[src/rtl/lrs_pkg.sv]
`default_nettype none
package lrs_pkg;

	localparam int CFG_IDX_W  = 4;
	localparam int CFG_DATA_W = 16;

	localparam logic [CFG_IDX_W-1:0] CFG_LEARNING_RATE = 4'd0;
	localparam logic [CFG_IDX_W-1:0] CFG_FEATURE_COUNT = 4'd1;

	localparam logic [15:0] LEARNING_RATE_RESET = 16'd66;
	localparam logic [4:0]  FEATURE_COUNT_RESET = 5'd11;

	localparam logic [1:0] OP_CLEAR   = 2'd0;
	localparam logic [1:0] OP_TRAIN   = 2'd1;
	localparam logic [1:0] OP_PREDICT = 2'd2;
	localparam logic [1:0] OP_IGNORE  = 2'd3;

	localparam int QUEUE_DEPTH = 2;

	typedef enum logic [1:0] {
		K_CLEAR   = 2'd0,
		K_FEATURE = 2'd1,
		K_TARGET  = 2'd2
	} item_kind_t;

	typedef struct packed {
		item_kind_t         kind;
		logic               train;
		logic signed [31:0] value;
	} queue_item_t;

	typedef struct packed {
		logic [1:0] count;
	} front_status_t;

	typedef struct packed {
		logic [15:0] learning_rate;
		logic [4:0]  feature_count;
	} model_cfg_t;

	typedef struct packed {
		logic               hit;
		logic signed [31:0] val;
	} sat_val_t;

	typedef struct packed {
		logic               hit;
		logic signed [47:0] val;
	} sat_sum_t;

	// round to nearest, halves up, drop 16 fraction bits
	function automatic logic signed [47:0] rnd16(input logic signed [63:0] v);
		logic signed [63:0] t;
		t = v + 64'sd32768;
		return t[63:16];
	endfunction

	function automatic sat_sum_t sat48(input logic signed [48:0] v);
		sat_sum_t r;
		if (v > 49'sh0_7FFF_FFFF_FFFF) begin
			r.hit = 1'b1;
			r.val = 48'sh7FFF_FFFF_FFFF;
		end else if (v < -49'sh0_8000_0000_0000) begin
			r.hit = 1'b1;
			r.val = -48'sh8000_0000_0000;
		end else begin
			r.hit = 1'b0;
			r.val = v[47:0];
		end
		return r;
	endfunction

endpackage
`default_nettype wire

[src/rtl/lrs_if.sv]
`default_nettype none
interface lrs_in_if import lrs_pkg::*; ();
	logic               valid;
	logic               ready;
	logic [1:0]         operation;
	logic signed [31:0] sample_value;
	logic               row_end;
	modport source(output valid, operation, sample_value, row_end, input ready);
	modport sink(input valid, operation, sample_value, row_end, output ready);
endinterface

`default_nettype wire

[src/rtl/lrs_front.sv]
`default_nettype none
module lrs_front import lrs_pkg::*; (
	input  wire logic    clk,
	input  wire logic    arst_n,
	lrs_in_if.sink       samples,
	output queue_item_t  q_item,
	output logic         q_valid,
	input  wire logic    q_pop,
	output front_status_t status
);

	queue_item_t slot_q [QUEUE_DEPTH];
	logic [1:0]  count_q;
	logic        wr_q;
	logic        rd_q;
	logic        push;
	logic        take;
	queue_item_t cls;

	assign samples.ready = (count_q != 2'(QUEUE_DEPTH));
	assign take = samples.valid && samples.ready;
	// ignored operations are dropped here
	assign push = take && (samples.operation != OP_IGNORE);

	always_comb begin
		cls.value = samples.sample_value;
		cls.train = (samples.operation == OP_TRAIN);
		if (samples.operation == OP_CLEAR)
			cls.kind = K_CLEAR;
		else if (samples.row_end)
			cls.kind = K_TARGET;
		else
			cls.kind = K_FEATURE;
	end

	assign q_valid = (count_q != 2'd0);
	assign q_item = slot_q[rd_q];
	assign status.count = count_q;

	always_ff @(posedge clk or negedge arst_n) begin
		if (!arst_n) begin
			count_q <= 2'd0;
			wr_q <= 1'b0;
			rd_q <= 1'b0;
		end else begin
			if (push) begin
				wr_q <= ~wr_q;
			end
			if (q_pop && q_valid) begin
				rd_q <= ~rd_q;
			end
			unique case ({push, q_pop && q_valid})
				2'b10:   count_q <= count_q + 2'd1;
				2'b01:   count_q <= count_q - 2'd1;
				default: count_q <= count_q;
			endcase
		end
	end

	always_ff @(posedge clk) begin
		if (push) begin
			slot_q[wr_q] <= cls;
		end
	end

endmodule
`default_nettype wire

[src/flat_wrapper.sv]
// flat-port wrapper written by rule: the top's interface ports become plain ports
module lrs_front_flat import lrs_pkg::*;
  (clk, arst_n, q_item, q_valid, q_pop, status, samples_valid, samples_operation, samples_sample_value, samples_row_end, samples_ready);
  lrs_in_if samples_i ();
  input  wire logic clk;
  input  wire logic arst_n;
  output queue_item_t q_item;
  output logic q_valid;
  input  wire logic q_pop;
  output front_status_t status;
  input wire logic [$bits(samples_i.valid)-1:0] samples_valid;
  input wire logic [$bits(samples_i.operation)-1:0] samples_operation;
  input wire logic [$bits(samples_i.sample_value)-1:0] samples_sample_value;
  input wire logic [$bits(samples_i.row_end)-1:0] samples_row_end;
  output wire logic [$bits(samples_i.ready)-1:0] samples_ready;
  assign samples_i.valid = samples_valid;
  assign samples_i.operation = samples_operation;
  assign samples_i.sample_value = samples_sample_value;
  assign samples_i.row_end = samples_row_end;
  assign samples_ready = samples_i.ready;
  lrs_front u_core (.clk(clk), .arst_n(arst_n), .samples(samples_i), .q_item(q_item), .q_valid(q_valid), .q_pop(q_pop), .status(status));
endmodule
[config.mk]
export PLATFORM = sky130hd
export DESIGN_NAME = lrs_front_flat
export DESIGN_NICKNAME = d
export VERILOG_FILES = /design/src/rtl/lrs_pkg.sv /design/src/rtl/lrs_if.sv /design/src/rtl/lrs_front.sv /design/src/flat_wrapper.sv
export SDC_FILE = /design/constraint.sdc
export NUM_CORES = 1
export LEC_CHECK = 0
export ABC_AREA = 1
export BUFFER_PORTS_ARGS = -buffer_cell sky130_fd_sc_hd__buf_2
export CAP_MARGIN = 20
export CORE_ASPECT_RATIO = 0.5
export CORE_MARGIN = 3
export CORE_UTILIZATION = 55
export DETAILED_ROUTE_END_ITERATION = 10
export PLACE_DENSITY_LB_ADDON = 0.05
export SYNTH_ARGS = -nofsm -noshare
export SYNTH_HDL_FRONTEND = slang
export SYNTH_SLANG_ARGS = --single-unit
[constraint.sdc]
create_clock -name clk -period 4.6 [get_ports clk]
set_clock_uncertainty 0.15 [all_clocks]
set_input_delay 0.23 -clock clk [delete_from_list [all_inputs] [get_ports clk]]
set_output_delay 0.23 -clock clk [all_outputs]
set_load 0.05 [all_outputs]
==> impl_metrics.py <==
metrics = {
    "flow_run": {
        "drv_cap": 0,
    },
    "finish": {
        "final_common_cell": "nand2_1",
        "area_growth_pct": 30.6,
        "layout_common_cells": "nand2_1 (106), buf_2 (77), edfxtp_1 (70)",
        "layout-drive-gt1-share_pct": 30.6,
        "filler_cell_count": 281,
        "n_antenna_cell": 0,
        "fin_nets": 376,
    },
    "logic_synthesis": {
        "ys_seq_area_share_pct": 76.8,
        "ys_ff_latch": 74,
        "synth_fa_ha_area_share_pct": 0.436,
        "synth-compound-area-share_pct": 0,
        "yosys_warnings": 0,
        "yosys-mux-area-fraction_pct": 0,
        "synth.cell_area_sq_um": 2870,
        "synthCells": 220,
        "synth_top_family_by_area": "simple AND/OR/NAND/NOR gates",
        "synth_cell_type_count": 15,
        "syn_nets": 260,
        "synthTopCellsByArea": "edfxtp_1 (73%), nand2_1 (14%), dfrtp_1 (3.5%)",
        "synth_top_area_share_pct": 73.3,
        "yosys.area_share.simple_pct": 18.1,
        "synth_area_per_cell_sq_um": 13.0,
        "synth_top_cell_by_area": "edfxtp_1",
        "synth_xor_area_share_pct": 0.306,
    },
    "drt": {
        "routedWlPerCell_microns": 13.9,
        "vias_per_cell": 4.80,
        "antenna_left": 0,
        "drt_iter0_drc": 121,
        "drc": 0,
        "route.vias.total": 1936,
        "routed_wl_microns": 5590,
        "firstDrtPassIters": 4,
    },
    "clock_network": {
        "clockBufferDepth": 2,
        "hold_buffers": 33,
        "htree_levels": 3,
        "clkTransAtPathRegs_ns": 0.06,
        "cts_made_buffers": 9,
        "cts-resized-gates": 0,
        "clockRootBuffer": "clkbuf_8",
        "post_cts_buffers": 0,
        "cts_sinks": 74,
        "cts_tree": "built",
        "insertion_delay_ns": 0.32,
    },
    "critical_path": {
        "cp.required_ns": 4.22,
        "endpoint_kind": "output port",
        "worstPathMaxFanout": 36,
        "cp.arrival_ns": 1.92,
        "startpoint_type": "flop",
        "critPathLaunch": "u_core.rd_q",
        "crit_type": "reg2out",
        "reg2reg_from": "u_core.status[0]",
    },
    "floorplanning": {
        "die_h_microns": 57.1,
        "coreArea_sq_um": 4700,
        "die_width_microns": 108,
        "initial_core_util_pct": 61.0,
        "dieArea_sq_um": 6170,
        "top_level_ports": 78,
        "rows": 17,
    },
    "timing": {
        "period_minus_slack_ns": 2.30,
        "hold_viol": 0,
        "layout_setup_ws_ns": 2.30,
        "fin_crit_sh_pct": 50.0,
        "tns_ns": 0,
        "rsz0062_at_grt": "false",
        "worst_pin_slew_ns": 0.987,
        "drv_slew": 0,
        "setup_viol": 0,
        "relSlewSlack_pct": 34.1,
        "max_freq_mhz": 435,
    },
    "worst_hold_path": {
        "hp-class": "in2reg",
        "worstHoldStart": "q_pop",
    },
    "global_route": {
        "overflow": 0,
        "grt_pass1_wl_microns": 8960,
        "antenna_found_initial": 0,
        "grt_pass1_vias": 1944,
        "track_usage_pct": 19.2,
        "grt_max_degree": 37,
    },
    "place": {
        "portBuffers": 77,
        "pre_cts_ws_ns": 2.52,
        "gp_congestion": 0.755,
        "dp_hpwl_microns": 3290,
    },
    "outcome": {
        "status": "finished, final reports clean",
    },
    "power_and_ir_drop": {
        "peakVddDrop_mv": 0.370,
        "p_per_area_nw_per_um2": 679,
        "p_leak_uw": 0.00165,
    },
}
## layer usage
| metal | share of wire (%) | global-route usage [%] |
|---|---|---|
| met1 | 42 | 23.6 |
| met2 | 50 | 32.4 |
| met3 | 7.4 | 6.44 |
| met4 | 1.1 | 6.47 |
| met5 | 0 | 0 |
## synth_stat cells
master,count
buf_12,1
buf_4,2
buf_6,4
dfrtp_1,4
edfxtp_1,70
ha_1,1
inv_1,9
inv_8,1
nand2_1,106
nand2_2,11
nand3_1,2
nand3_2,1
nand4_1,2
nor2_1,5
xnor2_1,1
## flip-flops by register name, summed over array words and instances (netlist names)
| name | count |
|---|---|
| u_core.rd_q | 1 |
| u_core.wr_q | 1 |
| u_core.status | 2 |
| u_core.slot_q | 70 |
## kinds of logic (layout without fill, tap and decap cells)
logic type    after synthesis  after routing
fa+ha+maj                   1              1
buf+inv                    17            134
simple gates              127            127
xor+xnor                    1              1
flops                      74             74
## through the flow
stage                     total power, uW  hold WS [ns]  utilization, %  cells  area [sq um]
final                                2540        0.0110            79.6    403          3740
after CTS                            2550       0.00291            79.6    403          3740
after global routing                 2680        0.0169            79.6    403          3740
after detailed placement             2160        -0.110            69.7    358          3280
after floorplan                      1930        -0.216               -    220          2870
after global placement               2140        -0.111            69.7    358          3280
## final timing paths
kind                                   endpoint  slack (ns)  depth (start not counted)
setup / recovery                     q_item[21]        2.30                          5
hold / removal                      u_core.rd_q        0.01                          3
setup reg to reg           u_core.slot_q[0][24]        2.54                          5
hold reg to reg                     u_core.wr_q        0.34                          2
max in group asynchronous           u_core.rd_q        4.10                          2
min in group asynchronous      u_core.status[0]        0.08                          2
## critical path, stage by stage, from the launching register on
cell and delay [ns]:
dfrtp_1 0.64, buf_4 0.38, inv_8 0.16, nand2_1 0.11, nand2_1 0.07, buf_2 0.22
## where the power goes
group / switching (uW) / internal (uW) / leakage [uW] / total (uW)
logic: 972 / 253 / 0.000887 / 1220
registers: 57.8 / 886 / 0.000695 / 944
clock network: 194 / 181 / 0.0000714 / 375
total: 1220 / 1320 / 0.00165 / 2540
## layout make-up
type | instances | area [sq um] | share of cell area (%)
clock inverter | 2 | 8.76 | 0.234
sequential | 74 | 2200 | 58.8
multi-input combinational | 129 | 547 | 14.6
clock buffer | 10 | 128 | 3.41
timing repair buffer | 112 | 731 | 19.5
inverter | 10 | 45.0 | 1.20
tap | 66 | 82.6 | 2.21
(Power assumes the default switching activity.)
